## config.mk

```make
export PLATFORM = sky130hd
export DESIGN_NAME = battery_status_frame_generator
export DESIGN_NICKNAME = d
export VERILOG_FILES = /design/src/rtl/bsfg_pkg.sv /design/src/rtl/battery_status_frame_generator.sv /design/src/rtl/bsfg_front.sv /design/src/rtl/bsfg_fifo.sv /design/src/rtl/bsfg_back.sv
export VERILOG_INCLUDE_DIRS = /design/src /design/src/rtl
export SDC_FILE = /design/constraint.sdc
export NUM_CORES = 1
export LEC_CHECK = 0
export BUFFER_PORTS_ARGS = -buffer_cell sky130_fd_sc_hd__buf_2
export CORE_ASPECT_RATIO = 0.7
export CORE_UTILIZATION = 40
export CTS_BUF_LIST = sky130_fd_sc_hd__clkbuf_4 sky130_fd_sc_hd__clkbuf_8
export CTS_CLUSTER_DIAMETER = 200
export DETAILED_ROUTE_END_ITERATION = 7
export GPL_ROUTABILITY_DRIVEN = 0
export SKIP_LAST_GASP = 1
export SLEW_MARGIN = 30
export SYNTH_ARGS = -nofsm -noshare
export SYNTH_HDL_FRONTEND = slang
export SYNTH_HIERARCHICAL = 1
export SYNTH_SLANG_ARGS = --single-unit
export TNS_END_PERCENT = 20
```

## constraint.sdc

```tcl
create_clock -name clk -period 5.3 [get_ports clk]
set_input_delay 0.265 -clock clk [delete_from_list [all_inputs] [get_ports clk]]
set_output_delay 0.265 -clock clk [all_outputs]
set_load 0.02 [all_outputs]
```

## src/rtl/battery_status_frame_generator_defines.svh

```systemverilog
// Assertion macros for the battery status frame generator.
// Included by the modules that check their own logic; expects clk and rst_n in scope.
`ifndef BATTERY_STATUS_FRAME_GENERATOR_DEFINES_SVH
`define BATTERY_STATUS_FRAME_GENERATOR_DEFINES_SVH

// Same-cycle implication, checked out of reset.
`define BSFG_ASSERT_NOW(label, ante, cons, msg) \
  label: assert property (@(posedge clk) disable iff (!rst_n) (ante) |-> (cons)) \
    else $error(msg);

// Next-cycle implication, checked out of reset.
`define BSFG_ASSERT_NEXT(label, ante, cons, msg) \
  label: assert property (@(posedge clk) disable iff (!rst_n) (ante) |=> (cons)) \
    else $error(msg);

`endif

```

## src/rtl/bsfg_pkg.sv

```systemverilog
// Shared types and constants for the battery status frame generator.
// No dependencies; imported by every module of the block.
package bsfg_pkg;

  localparam int BODY_LEN = 11;  // bytes before the checksum
  localparam int FRAME_LEN = 12;

  typedef logic [7:0] byte_t;
  typedef logic [3:0] byte_idx_t;
  typedef logic [9:0] deci_t;

  typedef struct packed {
    logic [BODY_LEN-1:0][7:0] body;  // body[0] goes out first
  } frame_t;

  typedef enum logic [2:0] {
    REG_CELL_V_MAX_REGEN  = 3'd0,
    REG_CELL_V_MIN_ASSIST = 3'd1,
    REG_SOC_MAX_PERCENT   = 3'd2,
    REG_SOC_MIN_PERCENT   = 3'd3,
    REG_REDUCE_REGEN_MODE = 3'd4
  } cfg_reg_t;

  localparam logic ACTION_SEND   = 1'b0;
  localparam logic ACTION_RESYNC = 1'b1;

  localparam byte_idx_t LAST_IDX = byte_idx_t'(FRAME_LEN - 1);

  localparam byte_t FRAME_TYPE_87 = 8'h87;
  localparam byte_t FRAME_TYPE_AA = 8'hAA;
  localparam byte_t HDR_87        = 8'h40;
  localparam byte_t HDR_AA        = 8'h10;
  localparam byte_t FILL_87       = 8'h32;
  localparam byte_t FILL_AA       = 8'h61;
  localparam byte_t SOC_HI_MARK   = 8'h10;
  localparam byte_t FLAG_EMPTY    = 8'h10;
  localparam byte_t FLAG_FULL     = 8'h20;
  localparam byte_t REQ_BASE      = 8'h12;
  localparam byte_t REQ_EMPTY     = 8'h20;
  localparam byte_t REQ_FULL      = 8'h40;
  localparam byte_t B4_IDLE_A     = 8'd0;
  localparam byte_t B4_IDLE_B     = 8'd24;

  localparam deci_t SOC_TGT_FULL  = 10'd820;
  localparam deci_t SOC_TGT_EMPTY = 10'd200;
  localparam deci_t LIFT_LEVEL    = 10'd720;
  localparam deci_t LIFT_FLOOR    = 10'd250;

  localparam logic [13:0] CUR_OFFSET = 14'd2048;
  localparam logic signed [8:0] TEMP_OFFSET = 9'sd30;
  localparam logic signed [8:0] TEMP_MIN    = 9'sd51;

  localparam logic [15:0] RST_CELL_V_MAX = 16'd42000;
  localparam logic [15:0] RST_CELL_V_MIN = 16'd30000;
  localparam logic [6:0]  RST_SOC_MAX    = 7'd85;
  localparam logic [6:0]  RST_SOC_MIN    = 7'd10;

  localparam deci_t SOC_MAP [0:100] = '{
    10'd0,   10'd22,  10'd44,  10'd67,  10'd89,  10'd111, 10'd133, 10'd156, 10'd178, 10'd190,
    10'd200, 10'd209, 10'd217, 10'd225, 10'd232, 10'd240, 10'd248, 10'd256, 10'd264, 10'd272,
    10'd279, 10'd287, 10'd295, 10'd303, 10'd311, 10'd319, 10'd326, 10'd334, 10'd342, 10'd350,
    10'd355, 10'd363, 10'd375, 10'd387, 10'd399, 10'd411, 10'd423, 10'd435, 10'd447, 10'd459,
    10'd471, 10'd483, 10'd495, 10'd507, 10'd519, 10'd532, 10'd544, 10'd556, 10'd568, 10'd580,
    10'd592, 10'd604, 10'd616, 10'd628, 10'd640, 10'd652, 10'd664, 10'd676, 10'd688, 10'd700,
    10'd701, 10'd705, 10'd709, 10'd713, 10'd717, 10'd721, 10'd725, 10'd728, 10'd732, 10'd736,
    10'd740, 10'd744, 10'd748, 10'd752, 10'd756, 10'd760, 10'd764, 10'd768, 10'd772, 10'd775,
    10'd779, 10'd783, 10'd787, 10'd791, 10'd795, 10'd799, 10'd800, 10'd814, 10'd829, 10'd843,
    10'd857, 10'd871, 10'd886, 10'd900, 10'd914, 10'd929, 10'd943, 10'd957, 10'd971, 10'd986,
    10'd1000
  };

  // Percent to decipercent; anything above 100 reads the top entry.
  function automatic deci_t soc_remap(logic [6:0] soc);
    logic [6:0] idx;
    idx = (soc > 7'd100) ? 7'd100 : soc;
    return SOC_MAP[idx];
  endfunction

endpackage

```

## src/rtl/battery_status_frame_generator.sv

```systemverilog
// Battery status frame generator top level: front end, frame queue, byte serializer.
// Depends on bsfg_pkg, bsfg_front, bsfg_fifo and bsfg_back.
//
//  Port group | Direction | Beat carries
//  in_*       | in        | one request: tuser = action, tdata = measurements
//  out_*      | out       | one frame byte, tlast on the checksum byte
//  cfg_*      | in        | one register write, no handshake
//
// A send beat becomes 12 output beats, one per cycle while out_tready is high; the serializer
// sets the sustained rate. A resync beat produces nothing. The front end builds a frame in
// the accept cycle; the first byte is valid once the serializer registers the head frame,
// when idle or as the prior checksum goes out. Input stalls only when QUEUE_DEPTH frames wait.
// Reset is synchronous and restores register defaults, slew state 0 and a 0x87 first frame.
module battery_status_frame_generator #(
  parameter int QUEUE_DEPTH = 2
) (
  input  logic        clk,
  input  logic        rst_n,
  input  logic        cfg_we,
  input  logic [2:0]  cfg_index,
  input  logic [15:0] cfg_wdata,
  input  logic        in_tvalid,
  output logic        in_tready,
  // [6:0] soc_percent, [22:7] cell_v_high, [38:23] cell_v_low, [46:39] temp_c,
  // [54:47] pack_volts, [66:55] current_amps, [74:67] partner_byte_b3,
  // [82:75] partner_byte_b4, [87:83] zero
  input  logic [87:0] in_tdata,
  input  logic        in_tuser,   // [0] action
  output logic        out_tvalid,
  input  logic        out_tready,
  output logic [15:0] out_tdata,  // [7:0] frame_byte, [11:8] byte_index, [15:12] zero
  output logic        out_tlast   // last_byte
);
  import bsfg_pkg::*;

  frame_t push_frame, head_frame;
  logic   q_push, q_pop, q_full, q_valid;

  bsfg_front u_front (
    .clk       (clk),
    .rst_n     (rst_n),
    .cfg_we    (cfg_we),
    .cfg_index (cfg_index),
    .cfg_wdata (cfg_wdata),
    .in_tvalid (in_tvalid),
    .in_tready (in_tready),
    .in_tdata  (in_tdata),
    .in_tuser  (in_tuser),
    .q_full    (q_full),
    .q_push    (q_push),
    .q_frame   (push_frame)
  );

  bsfg_fifo #(
    .DEPTH (QUEUE_DEPTH)
  ) u_fifo (
    .clk       (clk),
    .rst_n     (rst_n),
    .push      (q_push),
    .wr_frame  (push_frame),
    .full      (q_full),
    .pop       (q_pop),
    .not_empty (q_valid),
    .rd_frame  (head_frame)
  );

  bsfg_back u_back (
    .clk        (clk),
    .rst_n      (rst_n),
    .q_valid    (q_valid),
    .q_frame    (head_frame),
    .q_pop      (q_pop),
    .out_tvalid (out_tvalid),
    .out_tready (out_tready),
    .out_tdata  (out_tdata),
    .out_tlast  (out_tlast)
  );

endmodule

```

## src/rtl/bsfg_front.sv

```systemverilog
// Front end: config registers, input beat decode, charge slew state, frame body build.
// Depends on bsfg_pkg; pushes finished frame bodies into bsfg_fifo.
module bsfg_front (
  input  logic             clk,
  input  logic             rst_n,
  input  logic             cfg_we,
  input  logic [2:0]       cfg_index,
  input  logic [15:0]      cfg_wdata,
  input  logic             in_tvalid,
  output logic             in_tready,
  input  logic [87:0]      in_tdata,
  input  logic             in_tuser,
  input  logic             q_full,
  output logic             q_push,
  output bsfg_pkg::frame_t q_frame
);
  import bsfg_pkg::*;

  logic [15:0] cell_v_max_r, cell_v_min_r;
  logic [6:0]  soc_max_r, soc_min_r;
  logic        reduce_regen_r;
  deci_t       prev_soc_r, prev_soc_nxt;
  logic        next_is_aa_r, next_is_aa_nxt;

  logic [6:0]  soc;
  logic [15:0] vhi, vlo;
  logic [7:0]  temp_raw, volts, b3, b4;
  logic [11:0] cur_raw;
  logic        fire, full, empty, no_engine;
  deci_t       target, d_slew, d_sent;
  logic signed [8:0] temp_sum;
  byte_t       temp_byte, flags, req;
  logic [13:0] amps14, counts;
  byte_t       cur_hi, cur_lo;

  assign soc      = in_tdata[6:0];
  assign vhi      = in_tdata[22:7];
  assign vlo      = in_tdata[38:23];
  assign temp_raw = in_tdata[46:39];
  assign volts    = in_tdata[54:47];
  assign cur_raw  = in_tdata[66:55];
  assign b3       = in_tdata[74:67];
  assign b4       = in_tdata[82:75];

  assign in_tready = !q_full;
  assign fire      = in_tvalid && in_tready;
  assign q_push    = fire && (in_tuser == ACTION_SEND);

  always_ff @(posedge clk) begin
    if (!rst_n) begin
      cell_v_max_r   <= RST_CELL_V_MAX;
      cell_v_min_r   <= RST_CELL_V_MIN;
      soc_max_r      <= RST_SOC_MAX;
      soc_min_r      <= RST_SOC_MIN;
      reduce_regen_r <= 1'b0;
    end else if (cfg_we) begin
      case (cfg_reg_t'(cfg_index))
        REG_CELL_V_MAX_REGEN:  cell_v_max_r   <= cfg_wdata;
        REG_CELL_V_MIN_ASSIST: cell_v_min_r   <= cfg_wdata;
        REG_SOC_MAX_PERCENT:   soc_max_r      <= cfg_wdata[6:0];
        REG_SOC_MIN_PERCENT:   soc_min_r      <= cfg_wdata[6:0];
        REG_REDUCE_REGEN_MODE: reduce_regen_r <= cfg_wdata[0];
        default: ;
      endcase
    end
  end

  always_comb begin
    full   = (vhi >= cell_v_max_r) || (soc >= soc_max_r);
    empty  = (vlo <= cell_v_min_r) || (soc <= soc_min_r);
    target = full ? SOC_TGT_FULL : (empty ? SOC_TGT_EMPTY : soc_remap(soc));
    if (target > prev_soc_r)      d_slew = prev_soc_r + 10'd1;
    else if (target < prev_soc_r) d_slew = prev_soc_r - 10'd1;
    else                          d_slew = prev_soc_r;
    d_sent = (reduce_regen_r && d_slew < LIFT_LEVEL && d_slew > LIFT_FLOOR) ? LIFT_LEVEL
                                                                            : d_slew;

    temp_sum  = $signed({temp_raw[7], temp_raw}) + TEMP_OFFSET;
    temp_byte = (temp_sum < TEMP_MIN) ? byte_t'(TEMP_MIN) : temp_sum[7:0];

    // counts = 2048 - 20*amps, only 14 bits survive
    amps14 = {{2{cur_raw[11]}}, cur_raw};
    counts = CUR_OFFSET - ((amps14 << 4) + (amps14 << 2));
    cur_hi = {1'b0, counts[13:7]};
    cur_lo = {1'b0, counts[6:0]};

    no_engine = (b4 == B4_IDLE_A) || (b4 == B4_IDLE_B);
    flags = (empty ? FLAG_EMPTY : 8'h00) | (full ? FLAG_FULL : 8'h00);
    if (no_engine) req = empty ? REQ_EMPTY : REQ_FULL;
    else           req = REQ_BASE | (empty ? REQ_EMPTY : 8'h00) | (full ? REQ_FULL : 8'h00);
  end

  always_comb begin
    if (!next_is_aa_r) begin
      q_frame.body[0]  = FRAME_TYPE_87;
      q_frame.body[1]  = HDR_87;
      q_frame.body[2]  = {1'b0, volts[7:1]};
      q_frame.body[3]  = SOC_HI_MARK | {5'd0, d_sent[9:7]};
      q_frame.body[4]  = {1'b0, d_sent[6:0]};
      q_frame.body[5]  = cur_hi;
      q_frame.body[6]  = cur_lo;
      q_frame.body[7]  = FILL_87;
      q_frame.body[8]  = temp_byte;
      q_frame.body[9]  = temp_byte;
      q_frame.body[10] = b3;
    end else begin
      q_frame.body[0]  = FRAME_TYPE_AA;
      q_frame.body[1]  = HDR_AA;
      q_frame.body[2]  = 8'h00;
      q_frame.body[3]  = 8'h00;
      q_frame.body[4]  = 8'h00;
      q_frame.body[5]  = flags;
      q_frame.body[6]  = req;
      q_frame.body[7]  = FILL_AA;
      q_frame.body[8]  = cur_hi;
      q_frame.body[9]  = cur_lo;
      q_frame.body[10] = b4;
    end
  end

  always_comb begin
    prev_soc_nxt   = prev_soc_r;
    next_is_aa_nxt = next_is_aa_r;
    if (fire) begin
      if (in_tuser == ACTION_RESYNC) begin
        prev_soc_nxt = soc_remap(soc);
      end else begin
        if (!next_is_aa_r) prev_soc_nxt = d_slew;  // keeps the value before the lift
        next_is_aa_nxt = !next_is_aa_r;
      end
    end
  end

  always_ff @(posedge clk) begin
    if (!rst_n) begin
      prev_soc_r   <= '0;
      next_is_aa_r <= 1'b0;
    end else begin
      prev_soc_r   <= prev_soc_nxt;
      next_is_aa_r <= next_is_aa_nxt;
    end
  end

endmodule

```

## src/rtl/bsfg_fifo.sv

```systemverilog
// Short frame queue between the front end and the byte serializer.
// Depends on bsfg_pkg for the frame record type.
`include "battery_status_frame_generator_defines.svh"
module bsfg_fifo #(
  parameter int DEPTH = 2
) (
  input  logic             clk,
  input  logic             rst_n,
  input  logic             push,
  input  bsfg_pkg::frame_t wr_frame,
  output logic             full,
  input  logic             pop,
  output logic             not_empty,
  output bsfg_pkg::frame_t rd_frame
);
  import bsfg_pkg::*;

  localparam int PW = (DEPTH > 1) ? $clog2(DEPTH) : 1;
  localparam int CW = $clog2(DEPTH + 1);

  frame_t          slot_r [DEPTH];
  logic [PW-1:0]   wr_ptr_r, rd_ptr_r;
  logic [CW-1:0]   count_r;

  assign full      = (count_r == CW'(DEPTH));
  assign not_empty = (count_r != '0);
  assign rd_frame  = slot_r[rd_ptr_r];

  always_ff @(posedge clk) begin
    if (push) slot_r[wr_ptr_r] <= wr_frame;
  end

  always_ff @(posedge clk) begin
    if (!rst_n) begin
      wr_ptr_r <= '0;
      rd_ptr_r <= '0;
      count_r  <= '0;
    end else begin
      if (push) wr_ptr_r <= (wr_ptr_r == PW'(DEPTH - 1)) ? '0 : wr_ptr_r + 1'b1;
      if (pop)  rd_ptr_r <= (rd_ptr_r == PW'(DEPTH - 1)) ? '0 : rd_ptr_r + 1'b1;
      if (push && !pop)      count_r <= count_r + 1'b1;
      else if (pop && !push) count_r <= count_r - 1'b1;
    end
  end

  `BSFG_ASSERT_NOW(a_no_overflow, push, !full, "frame pushed into full queue")
  `BSFG_ASSERT_NOW(a_no_underflow, pop, not_empty, "frame popped from empty queue")

endmodule

```

## src/rtl/bsfg_back.sv

```systemverilog
// Back end: serializes one queued frame body per 12 beats and appends the checksum.
// Depends on bsfg_pkg; pulls frames from bsfg_fifo.
`include "battery_status_frame_generator_defines.svh"
module bsfg_back (
  input  logic             clk,
  input  logic             rst_n,
  input  logic             q_valid,
  input  bsfg_pkg::frame_t q_frame,
  output logic             q_pop,
  output logic             out_tvalid,
  input  logic             out_tready,
  output logic [15:0]      out_tdata,
  output logic             out_tlast
);
  import bsfg_pkg::*;

  frame_t    frame_r;
  byte_idx_t idx_r;
  byte_t     sum_r;
  logic      active_r;
  logic      fire, last;
  byte_t     cur_byte;
  byte_t     neg_sum;

  assign last    = (idx_r == LAST_IDX);
  assign fire    = active_r && out_tready;
  assign neg_sum = 8'h00 - sum_r;
  assign cur_byte = last ? {1'b0, neg_sum[6:0]} : frame_r.body[idx_r];
  // next frame loads in the cycle its predecessor's checksum goes out
  assign q_pop   = q_valid && (!active_r || (fire && last));

  assign out_tvalid = active_r;
  assign out_tdata  = {4'h0, idx_r, cur_byte};
  assign out_tlast  = last;

  always_ff @(posedge clk) begin
    if (q_pop) frame_r <= q_frame;
  end

  always_ff @(posedge clk) begin
    if (!rst_n) begin
      active_r <= 1'b0;
      idx_r    <= '0;
      sum_r    <= '0;
    end else if (q_pop) begin
      active_r <= 1'b1;
      idx_r    <= '0;
      sum_r    <= '0;
    end else if (fire) begin
      if (last) begin
        active_r <= 1'b0;
      end else begin
        idx_r <= idx_r + 1'b1;
        sum_r <= sum_r + cur_byte;
      end
    end
  end

  `BSFG_ASSERT_NOW(a_idx_range, active_r, idx_r <= LAST_IDX, "byte index past checksum")
  `BSFG_ASSERT_NOW(a_checksum, active_r && last, ((sum_r + cur_byte) & 8'h7F) == 8'h00,
                   "checksum does not close frame")
  `BSFG_ASSERT_NEXT(a_drain, fire && last && !q_valid, !out_tvalid,
                    "output still valid after final beat")
  `BSFG_ASSERT_NEXT(a_hold, out_tvalid && !out_tready, out_tvalid && $stable(idx_r),
                    "stalled beat moved")

endmodule
```

==> results.md <==
Status:
- The run finished with clean final reports.

Yosys:
- The synthesized area per cell is 11.6 sq um.
- The number of enable flip-flop cells after synthesis is 264.
- The post-synthesis instance area is 18000 sq um.
- The number of unique standard cell types used by synthesis is 86.
- After synthesis the netlist holds a flip-flop and latch count of 339.
- For this run, the number of Yosys warnings is 6.
- In the synthesized netlist the dominant register cell turns out to be edfxtp_1.
- Synthesis handed over a netlist of 1555 instances.
- The portion of the post-synthesis area used by sequential elements is 52.3%.
- The post-synthesis async set-or-reset flop share is 0%.

Place:
- The worst slack at placement is -0.0355 ns.
- The count of buffers inserted at the top-level ports is 121.
- The area after detailed placement is 19300 sq um.
- The wire-length estimate of the detail-placed layout is 29200 um.

CTS:
- The number of buffers inserted during clock tree synthesis is 54.
- The clock latency at the later pin of the worst-skew pair is 0.62 ns.
- The number of sinks driven by the clock tree is 339.
- TritonCTS built the clock tree.
- No sink is reached through more buffers than the 3 on the longest clock path.
- CTS placed an instance of clkbuf_8 at the clock tree root.
- In this run the number of H-tree levels came out at 2.
- The clock-pin slew on the worst setup and hold paths is 0.08 ns.

Worst setup path:
- Counting stages on the worst path, the most repeated cell is a21o_1.
- The worst endpoint data arrival time is 5.37 ns.
- The worst setup path is launched from a flop.
- Among all stages on the critical path, the largest delay is contributed by or3b_2.
- The signal on the critical path passes through ha_1 > nand2b_1 > a21o_1 > a21o_1 > a21o_1 > a21oi_1 > o221ai_1 > a21oi_1 > buf_4 > or3b_2 > ha_1 > nand2_1 > or3_1 > and4_1 > a2bb2oi_1 > nor2_2 > nor2_2 > o311a_4 > nor3_1.
- For the worst setup path, the data required time is 5.71 ns.
- Of all nets on the critical path, the largest fanout is 12.
- For this run, the slowest stage of the critical path takes 0.48 ns.
- The critical setup path kind is flop to flop.
- The worst setup path is captured at a flop.
- The length in cells of the worst reg-to-reg path is 19.

Finish:
- The area added between synthesis and finish is 14.7%.
- Once layout is done, the placed cells without fillers occupy 20700 sq um.
- The post-layout net count is 1947.
- Of the cells placed in the final design, the portion with a size suffix greater than 1 is 22.8%.
- Leaving out fill and tap cells, the most frequent cell in the layout is edfxtp_1.
- In the layout the commonest cells are edfxtp_1 (264), nand2_1 (145), buf_2 (121), ha_1 (102).
- 0 antenna diodes ended up in the layout.

STA:
- The post-route clock skew is 0.0265 ns.
- The final-report hold violation count is 0.
- The worst path uses 93.5% of the clock period.
- In this run the tightest slew margin relative to its limit is 40.9%.
- In the post-route analysis, the smallest setup slack over all paths is 0.345 ns.
- Setup violations remaining at the end of the flow were counted as 0.
- The max-slew violation total from the final report came to 0.
- Setup repair after global routing left no endpoint under its margin.
- The actual transition at the worst max-transition pin is 0.887 ns.
- After layout, the minimum clock period comes to 4.96 ns.
- Timing would allow up to 202 MHz.
- The worst hold margin is 0.0536 ns.

Routing:
- For this block, the initial DRC count from the detailed router was 1157.
- The final layout contains routed wiring with a total length of 43300 um.
- The pre-antenna-repair detailed-routing pass consisted of 7 iterations.
- The final routed wire length divided by cell count is 18.3 um.
- Once detail routing completed, the nets flagged for antenna violations numbered 0.
- Detailed routing inserted a total of 12549 vias.
- The number of DRC violations after detailed routing is 0.
- The number of vias per cell after detailed routing is 5.30.

Die:
- During I/O placement, the number of pins put on the boundary was 132.
- The area inside the core boundary is 44000 sq um.
- The total die area is 45900 sq um.
- Once the floorplan was initialized, standard cells occupied 40.9% of the core.
- The floorplan step set the die height to 180 um.
- The floorplan has 64 rows.
- In this run the horizontal extent of the chip is 256 um.

Global route:
- The first-pass GRT wire length is 68400 um.
- Summed over all layers, the global routing overflow is 0.
- The largest net degree at the start of global routing is 68.
- The initial antenna violation count came to 0.
- In the global route stage, overall resource usage came out at 18.7%.
- The number of global-route vias before repair came to 12340.

Hold path:
- The worst hold path belongs to the class input pin to flop.
- The worst hold path cell count is 2.

Run:
- The count of max-cap constraint violations is 0.

Power and ir drop:
- The total power per unit cell area is 393 nW/um^2.
- The worst-case IR drop observed on VDD is 0.000209 V.
- The analysis attributes to cell leakage a power of 7.90 nW.
==> registers in the layout, summed over array words and instances (netlist names), named ones only <==
name                    count
u_front/cell_v_max_r       16
u_back/sum_r                7
u_front/cell_v_min_r       16
u_front/reduce_regen_r      1
u_back/frame_r             88
u_front/next_is_aa_r        1
u_back/idx_r                4
u_fifo/slot_r             176
u_fifo/wr_ptr_r             1
u_back/out_tvalid           1
u_front/soc_min_r           7
u_front/soc_max_r           7
u_fifo/count_r              2
u_fifo/rd_ptr_r             1
u_front/prev_soc_r         10
==> metal layers <==
| metal | global-route usage [%] | vias to the layer above | routed length (um) |
|---|---|---|---|
| met5 | 0 | - | 0 |
| met4 | 5.01 | 0 | 793 |
| met3 | 2.89 | 68 | 2300 |
| met2 | 27.9 | 363 | 18800 |
| met1 | 28.0 | 6089 | 21400 |
| li1 | - | 6029 | - |
==> cell usage after synthesis, types with 15 or more instances <==
| cell type | n | area, sq um |
|---|---|---|
| edfxtp_1 | 264 | 7930 |
| nand2_1 | 145 | 544 |
| ha_1 | 102 | 1280 |
| a21oi_1 | 95 | 475 |
| inv_1 | 95 | 357 |
| mux2_2 | 76 | 856 |
| dfxtp_1 | 75 | 1500 |
| nor2_1 | 66 | 248 |
| o21ai_0 | 65 | 325 |
| clkbuf_1 | 52 | 195 |
| buf_4 | 39 | 293 |
| mux2i_1 | 32 | 320 |
| nand3_1 | 25 | 125 |
| nor2b_1 | 25 | 156 |
| a21o_1 | 24 | 180 |
| o211ai_1 | 24 | 180 |
| nor3_1 | 23 | 115 |
| mux2_4 | 21 | 315 |
| mux4_2 | 20 | 450 |
| a211oi_1 | 19 | 143 |
| xnor2_1 | 19 | 166 |
| buf_2 | 17 | 85.1 |
| o21a_1 | 16 | 120 |
| xor2_1 | 16 | 140 |
| and2_1 | 15 | 93.8 |
==> cell families after synthesis <==
kind of cell / count (synthesis) / synth area share (%)
and+or+nand+nor: 373 / 9.99
DFF: 339 / 52.3
xor gates and xnor gates: 35 / 1.70
adders and majority gates: 103 / 7.19
AOI/OAI and AO/OA: 337 / 12.3
muxes: 150 / 10.9
buffers and inverters: 215 / 5.62
other: 3 / 0.0624
==> path summary, 6_finish.rpt <==
kind / startpoint / slack [ns] / end
worst min register to register: u_front/cell_v_max_r[11] / 0.46 / u_front/cell_v_max_r[11]
worst max-delay path: u_front/soc_max_r[0] / 0.34 / u_fifo/slot_r[1][34]
worst max register to register: u_front/soc_max_r[0] / 0.34 / u_fifo/slot_r[1][34]
worst min-delay path: in_tdata[50] / 0.05 / u_fifo/slot_r[1][18]
==> worst max-delay path, delay by kind of cell, from the launching register on <==
kind	cells	cell delay [ns]
flops	1	0.31
fa+ha+maj	2	0.55
buf+inv	1	0.22
compound gates	8	1.66
simple gates	8	2.02
==> repair_timing <==
item	in CTS	in global routing
hold buffers	38	0
endpoints found under the setup margin	4	17
buffers inserted	0	2
hold endpoints to repair	72	0
gates cloned	0	0
pin swaps	0	1
gates resized for setup	1	5
==> through the flow <==
stage	power, mW	util [%]	TNS [ns]	cells
2_1_floorplan	5.35	-	0	1579
3_3_place_gp	5.95	43.7	0	2228
3_5_place_dp	6.01	43.7	-0.0873	2229
4_1_cts	8.20	46.9	0	2367
5_1_grt	8.58	47.0	0	2369
6_report	8.13	47.0	0	2369
==> power by group <==
| group | leakage, nW | internal (mW) | switching [mW] |
|---|---|---|---|
| Sequential | 3.05 | 3.48 | 0.241 |
| Clock | 0.530 | 1.06 | 1.06 |
| Combinational | 4.33 | 0.960 | 1.33 |
==> final cells by class <==
class | instances | area [sq um]
fill | 4037 | 23400
sequential | 339 | 9430
multi-input combinational | 1025 | 7720
timing repair buffer | 213 | 1420
clock buffer | 68 | 848
tap | 594 | 743
inverter | 98 | 368
clock inverter | 32 | 156
Note: power is estimated with default switching activity, not from simulation.
